`src/rtl/core/rc_pkg.sv`:
```
// Shared constants and types for the rank compression block.
package rc_pkg;

  localparam int unsigned DATA_W        = 32;
  localparam int unsigned RANK_W        = 6;
  localparam int unsigned OUT_TDATA_W   = 8;
  localparam int unsigned MAX_ITEMS_DEF = 64;

  typedef struct packed {
    logic [RANK_W-1:0] rank;
    logic              last_rank;
    logic              overflowed;
  } rc_result_t;

endpackage

```
`src/rtl/core/rank_compression.sv`:
```
// Rank compression: loads a set of signed values, then streams each value's rank in arrival order.
// Values are stored in an arrival-order RAM and insertion-sorted into a second RAM, one
// element moved per cycle through its single read and write port: a value holds
// s_axis_tready_o low after it is taken while it is shifted into place among those already held.
// When the value flagged tlast arrives, each stored value is read back and the sorted RAM is
// scanned from the bottom to its first equal entry, whose index is the rank. Up to
// MAX_ITEMS values are held; later ones in the same set are dropped and every result of that
// set carries tuser = 1. A rank waits in an output register, so the next set may load meanwhile.
module rank_compression import rc_pkg::*; #(
  parameter int unsigned MAX_ITEMS = MAX_ITEMS_DEF
) (
  input  logic                   clk_i,
  input  logic                   rst_ni,
  input  logic                   s_axis_tvalid_i,
  output logic                   s_axis_tready_o,
  input  logic [DATA_W-1:0]      s_axis_tdata_i,  // [31:0] value
  input  logic                   s_axis_tlast_i,  // last_item
  output logic                   m_axis_tvalid_o,
  input  logic                   m_axis_tready_i,
  output logic [OUT_TDATA_W-1:0] m_axis_tdata_o,  // [5:0] rank, [7:6] zero
  output logic                   m_axis_tlast_o,  // last_rank
  output logic                   m_axis_tuser_o   // overflowed
);

  localparam int unsigned AW = $clog2(MAX_ITEMS);
  localparam int unsigned CW = $clog2(MAX_ITEMS + 1);

  typedef enum logic [2:0] {
    S_IDLE,
    S_SHIFT,
    S_PLACE,
    S_ORIG,
    S_KEY,
    S_SCAN
  } state_e;

  state_e            state_q, state_d;
  logic [CW-1:0]     count_q, count_d;
  logic              ovf_q, ovf_d;
  logic              last_q, last_d;
  logic [AW-1:0]     pos_q, pos_d;
  logic [AW-1:0]     idx_q, idx_d;
  logic [AW-1:0]     k_q, k_d;
  logic [DATA_W-1:0] val_q, val_d;
  logic [DATA_W-1:0] key_q, key_d;
  rc_result_t        res_q, res_d;
  logic              ovalid_q, ovalid_d;

  logic              accept, slot_free, out_load, greater, match, k_last;
  logic              s_we, s_re, o_we, o_re;
  logic [AW-1:0]     s_waddr, s_raddr;
  logic [DATA_W-1:0] s_wdata, s_rdata, o_rdata;

  rc_ram #(.DEPTH(MAX_ITEMS), .AW(AW)) u_orig (
    .clk_i   (clk_i),
    .we_i    (o_we),
    .waddr_i (count_q[AW-1:0]),
    .wdata_i (s_axis_tdata_i),
    .re_i    (o_re),
    .raddr_i (k_q),
    .rdata_o (o_rdata)
  );

  rc_ram #(.DEPTH(MAX_ITEMS), .AW(AW)) u_sorted (
    .clk_i   (clk_i),
    .we_i    (s_we),
    .waddr_i (s_waddr),
    .wdata_i (s_wdata),
    .re_i    (s_re),
    .raddr_i (s_raddr),
    .rdata_o (s_rdata)
  );

  assign s_axis_tready_o = (state_q == S_IDLE);
  assign accept    = s_axis_tvalid_i && s_axis_tready_o;
  assign slot_free = !ovalid_q || m_axis_tready_i;
  assign greater   = $signed(s_rdata) > $signed(val_q);
  assign match     = (s_rdata == key_q);
  assign k_last    = ((CW'(k_q) + CW'(1)) == count_q);
  assign o_we      = accept && (count_q < CW'(MAX_ITEMS));
  assign o_re      = (state_q == S_ORIG);
  assign out_load  = (state_q == S_SCAN) && match && slot_free;

  always_comb begin
    state_d  = state_q;
    count_d  = count_q;
    ovf_d    = ovf_q;
    last_d   = last_q;
    pos_d    = pos_q;
    idx_d    = idx_q;
    k_d      = k_q;
    val_d    = val_q;
    key_d    = key_q;
    res_d    = res_q;
    ovalid_d = ovalid_q && !m_axis_tready_i;
    s_we     = 1'b0;
    s_re     = 1'b0;
    s_waddr  = pos_q;
    s_wdata  = val_q;
    s_raddr  = pos_q;
    unique case (state_q)
      S_IDLE: begin
        if (accept) begin
          last_d = s_axis_tlast_i;
          val_d  = s_axis_tdata_i;
          k_d    = '0;
          if (o_we) begin
            count_d = count_q + CW'(1);
            pos_d   = count_q[AW-1:0];
            if (count_q == '0) begin
              s_we    = 1'b1;
              s_waddr = '0;
              s_wdata = s_axis_tdata_i;
              state_d = s_axis_tlast_i ? S_ORIG : S_IDLE;
            end else begin
              s_re    = 1'b1;
              s_raddr = count_q[AW-1:0] - AW'(1);
              state_d = S_SHIFT;
            end
          end else begin
            ovf_d   = 1'b1;
            state_d = s_axis_tlast_i ? S_ORIG : S_IDLE;
          end
        end
      end
      S_SHIFT: begin
        s_we = 1'b1;
        if (greater) begin
          s_wdata = s_rdata;
          pos_d   = pos_q - AW'(1);
          if (pos_q == AW'(1)) begin
            state_d = S_PLACE;
          end else begin
            s_re    = 1'b1;
            s_raddr = pos_q - AW'(2);
          end
        end else begin
          state_d = last_q ? S_ORIG : S_IDLE;
        end
      end
      S_PLACE: begin
        s_we    = 1'b1;
        state_d = last_q ? S_ORIG : S_IDLE;
      end
      S_ORIG: begin
        state_d = S_KEY;
      end
      S_KEY: begin
        key_d   = o_rdata;
        idx_d   = '0;
        s_re    = 1'b1;
        s_raddr = '0;
        state_d = S_SCAN;
      end
      S_SCAN: begin
        if (match) begin
          if (slot_free) begin
            ovalid_d       = 1'b1;
            res_d.rank     = RANK_W'(idx_q);
            res_d.last_rank = k_last;
            res_d.overflowed = ovf_q;
            if (k_last) begin
              count_d = '0;
              ovf_d   = 1'b0;
              state_d = S_IDLE;
            end else begin
              k_d     = k_q + AW'(1);
              state_d = S_ORIG;
            end
          end
        end else begin
          idx_d   = idx_q + AW'(1);
          s_re    = 1'b1;
          s_raddr = idx_q + AW'(1);
        end
      end
      default: state_d = S_IDLE;
    endcase
  end

  always_ff @(posedge clk_i or negedge rst_ni) begin
    if (!rst_ni) begin
      state_q  <= S_IDLE;
      count_q  <= '0;
      ovf_q    <= 1'b0;
      last_q   <= 1'b0;
      ovalid_q <= 1'b0;
    end else begin
      state_q  <= state_d;
      count_q  <= count_d;
      ovf_q    <= ovf_d;
      last_q   <= last_d;
      ovalid_q <= ovalid_d;
    end
  end

  always_ff @(posedge clk_i) begin
    pos_q <= pos_d;
    idx_q <= idx_d;
    k_q   <= k_d;
    val_q <= val_d;
    key_q <= key_d;
    res_q <= res_d;
  end

  assign m_axis_tvalid_o = ovalid_q;
  assign m_axis_tdata_o  = OUT_TDATA_W'(res_q.rank);
  assign m_axis_tlast_o  = res_q.last_rank;
  assign m_axis_tuser_o  = res_q.overflowed;

  a_count_bound: assert property (@(posedge clk_i) disable iff (!rst_ni)
    count_q <= CW'(MAX_ITEMS))
    else $error("item count beyond capacity");

  a_ovf_full: assert property (@(posedge clk_i) disable iff (!rst_ni)
    ovf_q |-> (count_q == CW'(MAX_ITEMS)))
    else $error("overflow flagged with room left");

  a_scan_range: assert property (@(posedge clk_i) disable iff (!rst_ni)
    (state_q == S_SCAN) |-> ((CW'(idx_q) < count_q) && (CW'(k_q) < count_q)))
    else $error("rank scan ran past the stored set");

  a_no_clobber: assert property (@(posedge clk_i) disable iff (!rst_ni)
    (ovalid_q && !m_axis_tready_i) |=> ($stable(res_q) && ovalid_q))
    else $error("pending result overwritten");

  a_set_ends: assert property (@(posedge clk_i) disable iff (!rst_ni)
    (out_load && k_last) |=> (count_q == '0 && !ovf_q && state_q == S_IDLE))
    else $error("set not cleared after final rank");

endmodule

```
`src/rtl/core/rc_ram.sv`:
```
// Simple dual-port synchronous RAM, one write and one registered read per cycle.
module rc_ram import rc_pkg::*; #(
  parameter int unsigned DEPTH = MAX_ITEMS_DEF,
  parameter int unsigned AW    = $clog2(MAX_ITEMS_DEF)
) (
  input  logic              clk_i,
  input  logic              we_i,
  input  logic [AW-1:0]     waddr_i,
  input  logic [DATA_W-1:0] wdata_i,
  input  logic              re_i,
  input  logic [AW-1:0]     raddr_i,
  output logic [DATA_W-1:0] rdata_o
);

  logic [DATA_W-1:0] mem [DEPTH];
  logic [DATA_W-1:0] rdata_q;

  always_ff @(posedge clk_i) begin
    if (we_i) begin
      mem[waddr_i] <= wdata_i;
    end
  end

  always_ff @(posedge clk_i) begin
    if (re_i) begin
      rdata_q <= mem[raddr_i];
    end
  end

  assign rdata_o = rdata_q;

endmodule

```
`config.mk`:
```
export PLATFORM = sky130hd
export DESIGN_NAME = rank_compression
export DESIGN_NICKNAME = d
export VERILOG_FILES = /design/src/rtl/core/rc_pkg.sv /design/src/rtl/core/rank_compression.sv /design/src/rtl/core/rc_ram.sv
export SDC_FILE = /design/constraint.sdc
export NUM_CORES = 2
export LEC_CHECK = 0
export ABC_AREA = 0
export BUFFER_PORTS_ARGS = -buffer_cell sky130_fd_sc_hd__buf_2
export CAP_MARGIN = 15
export CORE_MARGIN = 3
export CORE_UTILIZATION = 60
export CTS_BUF_LIST = sky130_fd_sc_hd__clkbuf_16
export DETAILED_ROUTE_END_ITERATION = 6
export GPL_TIMING_DRIVEN = 0
export PLACE_DENSITY = 0.76
export SETUP_SLACK_MARGIN = 0.3
export SYNTH_ARGS = -nofsm -noshare
export SYNTH_HDL_FRONTEND = slang
export SYNTH_SLANG_ARGS = --single-unit
```
`constraint.sdc`:
```
create_clock -name clk_i -period 6.29 [get_ports clk_i]
set_clock_uncertainty 0.2 [all_clocks]
set_input_delay 0.3145 -clock clk_i [delete_from_list [all_inputs] [get_ports clk_i]]
set_output_delay 0.3145 -clock clk_i [all_outputs]
set_load 0.01 [all_outputs]
```
# Word level (Yosys, flattened, before mapping)
# Memories as Yosys holds them, arrays and structs flattened. A register that Yosys moved wholly into a read port is not among the register bits.
# Cells that the tools add are included.
[classes]
n_addsub = 7
magnitude_cmp = 2
eq_ne = 18
n_mux = 68
reduce_logical = 20
[ops]
columns = ["operator", "count"]
rows = [
  ["$mux W32", 4],
  ["$mux W6", 18],
  ["$pmux W32 S2", 1],
  ["$pmux W6 S2", 3],
  ["$mux W7", 5],
  ["$eq A32 B32 Y1", 1],
  ["$gt A32 B32 Y1", 1],
  ["$pmux W6 S4", 1],
  ["$mux W1", 21],
  ["$mux W3", 6],
  ["$pmux W3 S6", 1],
  ["$ne A2 B2 Y1 const B", 7],
  ["$pmux W7 S2", 1],
  ["$add A6 B1 Y6 const B", 2],
  ["$reduce_and A6 Y1", 2],
  ["$sub A6 B1 Y6 const B", 2],
  ["$mux W2", 4],
  ["$reduce_and A4 Y1", 2],
  ["$add A6 B1 Y7 const B", 1],
  ["$add A7 B1 Y7 const B", 1],
  ["$eq A7 B7 Y1", 1],
  ["$logic_not A7 Y1", 1],
  ["$lt A7 B7 Y1 const B", 1],
  ["$eq A3 B2 Y1 const B", 2],
  ["other kinds (17)", 26],
]
[totals]
ff_bits = 103
ram_bits = 4096
out_inout_bits = 12
memories = 2
[memory_table]
columns = ["memory", "depth", "word_bits", "rd", "rd_clocked_by_memory_dff", "wr", "line", "rtl"]
rows = [
  ["u_orig.mem", 64, 32, 1, 1, 1, "rc_ram.sv:15", "logic [DATA_W-1:0] mem [DEPTH];"],
  ["u_sorted.mem", 64, 32, 1, 1, 1, "rc_ram.sv:15", ""],
]

# Longest topological paths before layout
[depth]
depth_word = 8
mapped_depth = 20
depth_no_buf = 14

# Cells and area by module
# From an unflattened synthesis, not the netlist that was laid out.
[unflattened]
cells_unflattened = 7235
hier_area_um2 = 164064.9
[by_module_without_submodules]
columns = ["mod", "n_inst", "cells_each", "area_per_inst_um2"]
rows = [
  ["rc_ram", 2, 3324, 78835.6],
  ["rank_compression", 1, 587, 6393.6],
]

# Least setup slack after synthesis
# No wires, ideal clock.
[synth_path]
path_kind = "register to register"
startpoint = "reg state_q[2]"
endpoint = "mem u_orig.mem[41][0], enable pin"
setup_time_ns = 0.502
arrival_ns = 4.776
path_slack_ns = 0.812
path_stages_with_launch = 7
path_buffers = 2
cell_sequence = "dfrtp_1 > buf_2 > or4b_1 > clkbuf_1 > nor2_4 > nand4b_1 > nor4_1"
[synth_between]
elab_chain_len = 5
[synth_rtl]
columns = ["item", "line", "rtl"]
rows = [
  ["start: declaration", "rank_compression.sv:37", "state_e state_q, state_d;"],
  ["start signal: assignment", "rank_compression.sv:189", "state_q <= state_d;"],
  ["$logic_not A3 Y1", "rank_compression.sv:74", "assign s_axis_tready_o = (state_q == S_IDLE);"],
  ["$logic_and A1 B1 Y1", "rank_compression.sv:75", "assign accept = s_axis_tvalid_i && s_axis_tready_o;"],
  ["$logic_and A1 B1 Y1", "rank_compression.sv:80", "assign o_we = accept && (count_q < CW'(MAX_ITEMS));"],
  ["$mux W1", "rc_ram.sv:19", "if (we_i) begin"],
  ["$mux W1 (not written as such)", "rc_ram.sv:20", "mem[waddr_i] <= wdata_i;"],
  ["end: declaration", "rc_ram.sv:15", ""],
]
# Every way passes these cells.

# Final worst setup path
[layout_path]
startpoint = "reg u_sorted.rdata_q[18], in the netlist u_sorted.rdata_o[18] (read register of u_sorted.mem)"
endpoint = "reg u_sorted.rdata_q[24], in the netlist u_sorted.rdata_o[24] (read register of u_sorted.mem), data pin"
[layout_between]
elab_chain_len = 3
word_cells_on_any_way = 8
cone_classes = "1 x order compare; 1 x eq/ne; 6 x mux"
[layout_rtl]
columns = ["item", "line", "rtl"]
rows = [
  ["start: declaration", "rc_ram.sv:16", "logic [DATA_W-1:0] rdata_q;"],
  ["$gt A32 B32 Y1 or $eq A32 B32 Y1 (tied branches)", "rank_compression.sv:77, rank_compression.sv:78", ""],
  ["$mux W6 (tied with other cells)", "rank_compression.sv:128", "if (greater) begin"],
  ["$pmux W6 S4 or $pmux W1 S4 (tied branches)", "rank_compression.sv:101", "unique case (state_q)"],
]
# Several ways; a longest one is shown, not always the timed one.
# A chain may end at the register's enable or synchronous reset.

==> flow_summary.ini <==
[setup_path]
r2r_slack_ns = 0.29
crit_end = u_sorted.rdata_o[24]
cp-startpoint = u_sorted.rdata_o[18]
cp.required_ns = 6.83
cp-end-kind = flip-flop
critical_path_class = reg2reg
start_kind = flip-flop
timing.rr.start = u_sorted.rdata_o[18]
path_max_fanout = 10
reg2reg_to = u_sorted.rdata_o[24]
r2r_cells = 14
worstPathArrival_ns = 6.54

[floorplanning]
start_util_pct = 60.4
die_w_microns = 534
ios = 49
die_y_microns = 534
die_area_sq_um = 286000
row_count = 193
core_area_sq_um = 277000

[layout]
areaGrowthSynthToFinish_pct = 15.4
fin_util_pct = 69.7
drive_gt1_share_pct = 18.0
fin_nets = 10800
final_cells = 14800

[synthesis]
netlist_area_sq_um = 167000
syn_inst = 9972
ys_seq_area_share_pct = 76.4
ys.flop_type = edfxtp_1
avgSynthCellArea_sq_um = 16.8
synth_edf_count = 4250
yosysWarnings = 0
ys_async_sr_fraction_pct = 0.305
ys_ff_latch = 4263
yosysUniqueCellTypes = 86

[routing]
wirelength_mm = 537
top_layer_used = met5
first_pass_iters = 7
drtAntennaViolNets = 0
vias_per_cell = 6.84
initialDrtViolationCount = 17300
wl_per_cell_microns = 36.2
drc = 1
wl_met2_mm = 246
wl_met1_mm = 175
num_vias = 101000
met3_length_mm = 66.3

[sta]
rsz0062_at_grt = true
worst_slew_pin_slew_ns = 1.33
setup_tns_ns = 0
clock.fmax_mhz = 167
holdWs_ns = 0.0630
slew_viol_final = 0
fin_crit_sh_pct = 95.3
hold_viol = 0
fin_crit_ns = 6.00
setup_viol = 0
max_slew_margin_pct = 11.1

[clock_tree]
cts.sinks = 4263
numCtsBuffers = 416
root_buffer = clkbuf_16
clkTransAtPathRegs_ns = 0.07
worstSkewPairLatency_ns = 0.98
cts_tree = yes
htreeDepth = 5
cts_max_path_buffers = 4

[place]
portBuffers = 46
dp_cells = 14000
hpwl_mm = 364
gp_congestion = 0.993

[grt]
grt_overflow = 0
grt_max_degree = 67
grt_pass1_vias = 97800
antenna_found_initial = 49
grt_usage_pct = 37.2
grt_pass1_wl_mm = 740

[hold_path]
hold_class = in2reg
hold_depth = 2

[job]
drv_cap = 0

[status]
violations = design-rule violations
status = complete, but fails checks
## cells in the mapped netlist, drive strengths merged, types with 4 or more instances
master,number,area share (%)
a221oi,19,0.10
xor2,43,0.22
dfrtp,13,0.19
or3,7,0.026
o211ai,6,0.027
a31oi,84,0.31
clkbuf,381,0.86
ha,40,0.30
nand4,27,0.10
o21ai,179,0.54
nand2,1421,3.2
a21oi,374,1.1
inv,75,0.17
o22ai,120,0.45
a32o,18,0.11
nor2,229,0.52
nand3,784,2.3
buf,226,0.66
and2,52,0.19
xnor2,11,0.058
nor4,38,0.14
a22o,17,0.089
nand2b,5,0.019
a211o,4,0.021
a21o,4,0.018
a2111oi,22,0.12
nor2b,4,0.015
nor3,31,0.096
mux2i,526,3.1
mux4,422,5.7
o32a,16,0.096
and3,55,0.21
edfxtp,4250,76
o21a,4,0.018
o221ai,152,0.79
mux2,139,0.94
a222oi,31,0.19
a211oi,71,0.36
o2111ai,18,0.10
nor3b,6,0.034
## cells in the final DEF, fill, tap and decap left out, drive strengths merged, types with 38 or more instances in the layout
master,instances
buf,529
and3,55
xor2,43
o22ai,120
inv,181
a21oi,374
edfxtp,4250
ha,40
mux2i,526
a211oi,71
nor4,38
o221ai,152
a31oi,84
nand3,784
o21ai,179
mux2,139
clkbuf,821
nor2,229
dlygate4sd3,39
nand2,1421
mux4,422
and2,52
clkinv,178
## worst min-delay path by stage
stage / start / slack, ns / end
floorplan: rst_ni / -0.18 / count_q[0]
global placement: rst_ni / 0.08 / m_axis_tvalid_o
detailed placement: rst_ni / 0.09 / m_axis_tvalid_o
CTS: s_axis_tdata_i[27] / 0.007 / u_orig.mem[2][27]
global route: s_axis_tdata_i[14] / 0.07 / u_orig.mem[8][14]
finish: s_axis_tdata_i[14] / 0.06 / u_orig.mem[1][14]
## per-stage QoR
step / instance area [sq um] / setup slack [ns]
3_5_place_dp: 178000 / -1.38
5_1_grt: 193000 / 0.299
2_1_floorplan: 167000 / 0.812
3_3_place_gp: 172000 / -2.93
4_1_cts: 193000 / 0.233
6_report: 193000 / 0.294
## cells by family (layout without fill, tap and decap cells)
kind of cell             after synthesis  after routing  share of synthesized area [%]
flip-flops                          4263           4263                           76.4
AND/OR/NAND/NOR                     2677           2677                           6.97
AO/OA/AOI/OAI                       1165           1165                           4.61
multiplexers                        1087           1087                           9.76
buffers and inverters                685           1798                           1.69
XOR/XNOR                              54             54                          0.282
adder cells (fa/ha/maj)               40             40                          0.299
other                                  1             31                        0.00224
## cell type report
type / instances / area (sq um)
clock buffer: 423 / 10600
timing repair buffer: 361 / 6000
inverter: 78 / 342
tap: 3705 / 4640
fill: 17100 / 83900
sequential: 4263 / 128000
clock inverter: 329 / 2400
multi-input combinational: 5025 / 38500
buffer: 607 / 2820
antenna: 29 / 72.6
## sequential cells by signal (all words and copies together) (netlist names)
| name | count |
|---|---|
| m_axis_tvalid_o | 1 |
| ovf_q | 1 |
| key_q | 32 |
| k_q | 6 |
| u_orig.rdata_o | 32 |
| u_sorted.rdata_o | 32 |
| u_orig.mem | 2048 |
| m_axis_tuser_o | 1 |
| u_sorted.mem | 2048 |
| last_q | 1 |
| idx_q | 6 |
| pos_q | 6 |
| val_q | 32 |
| m_axis_tdata_o | 6 |
| count_q | 7 |
| state_q | 3 |
| m_axis_tlast_o | 1 |
## timing repair
| item | 4_1_cts | 5_1_grt |
|---|---|---|
| gates cloned | 0 | 0 |
| gates resized for setup | 210 | 142 |
| setup buffers | 2 | 5 |
| setup endpoints to repair | 32 | 32 |
| pin swaps | 5 | 13 |
| endpoints found under the hold margin | 1752 | 195 |
| hold buffers | 36 | 3 |
## per-layer routing
| layer | track usage [%] | vias up |
|---|---|---|
| li1 | - | 40900 |
| met1 | 46.9 | 50700 |
| met5 | 0.0333 | - |
| met4 | 27.0 | 24 |
| met3 | 8.63 | 1698 |
| met2 | 57.3 | 8165 |
## worst max-delay path: stages (launching register included)
cell      delay, ns
edfxtp_1       0.54
xor2_1         0.22
nor4_1         0.52
and4_1         0.44
nand2_2        0.25
a211o_1        0.41
nor3_2         0.37
a22o_2         0.42
buf_4          0.36
buf_4          0.40
buf_2          0.47
nand3_1        0.19
a21oi_1        0.38
nor3_4         0.17
a211oi_4       0.39
Power is left out: the tool's default activity adds up to more than one toggle a clock period on the data nets, which glitch-free logic cannot reach.
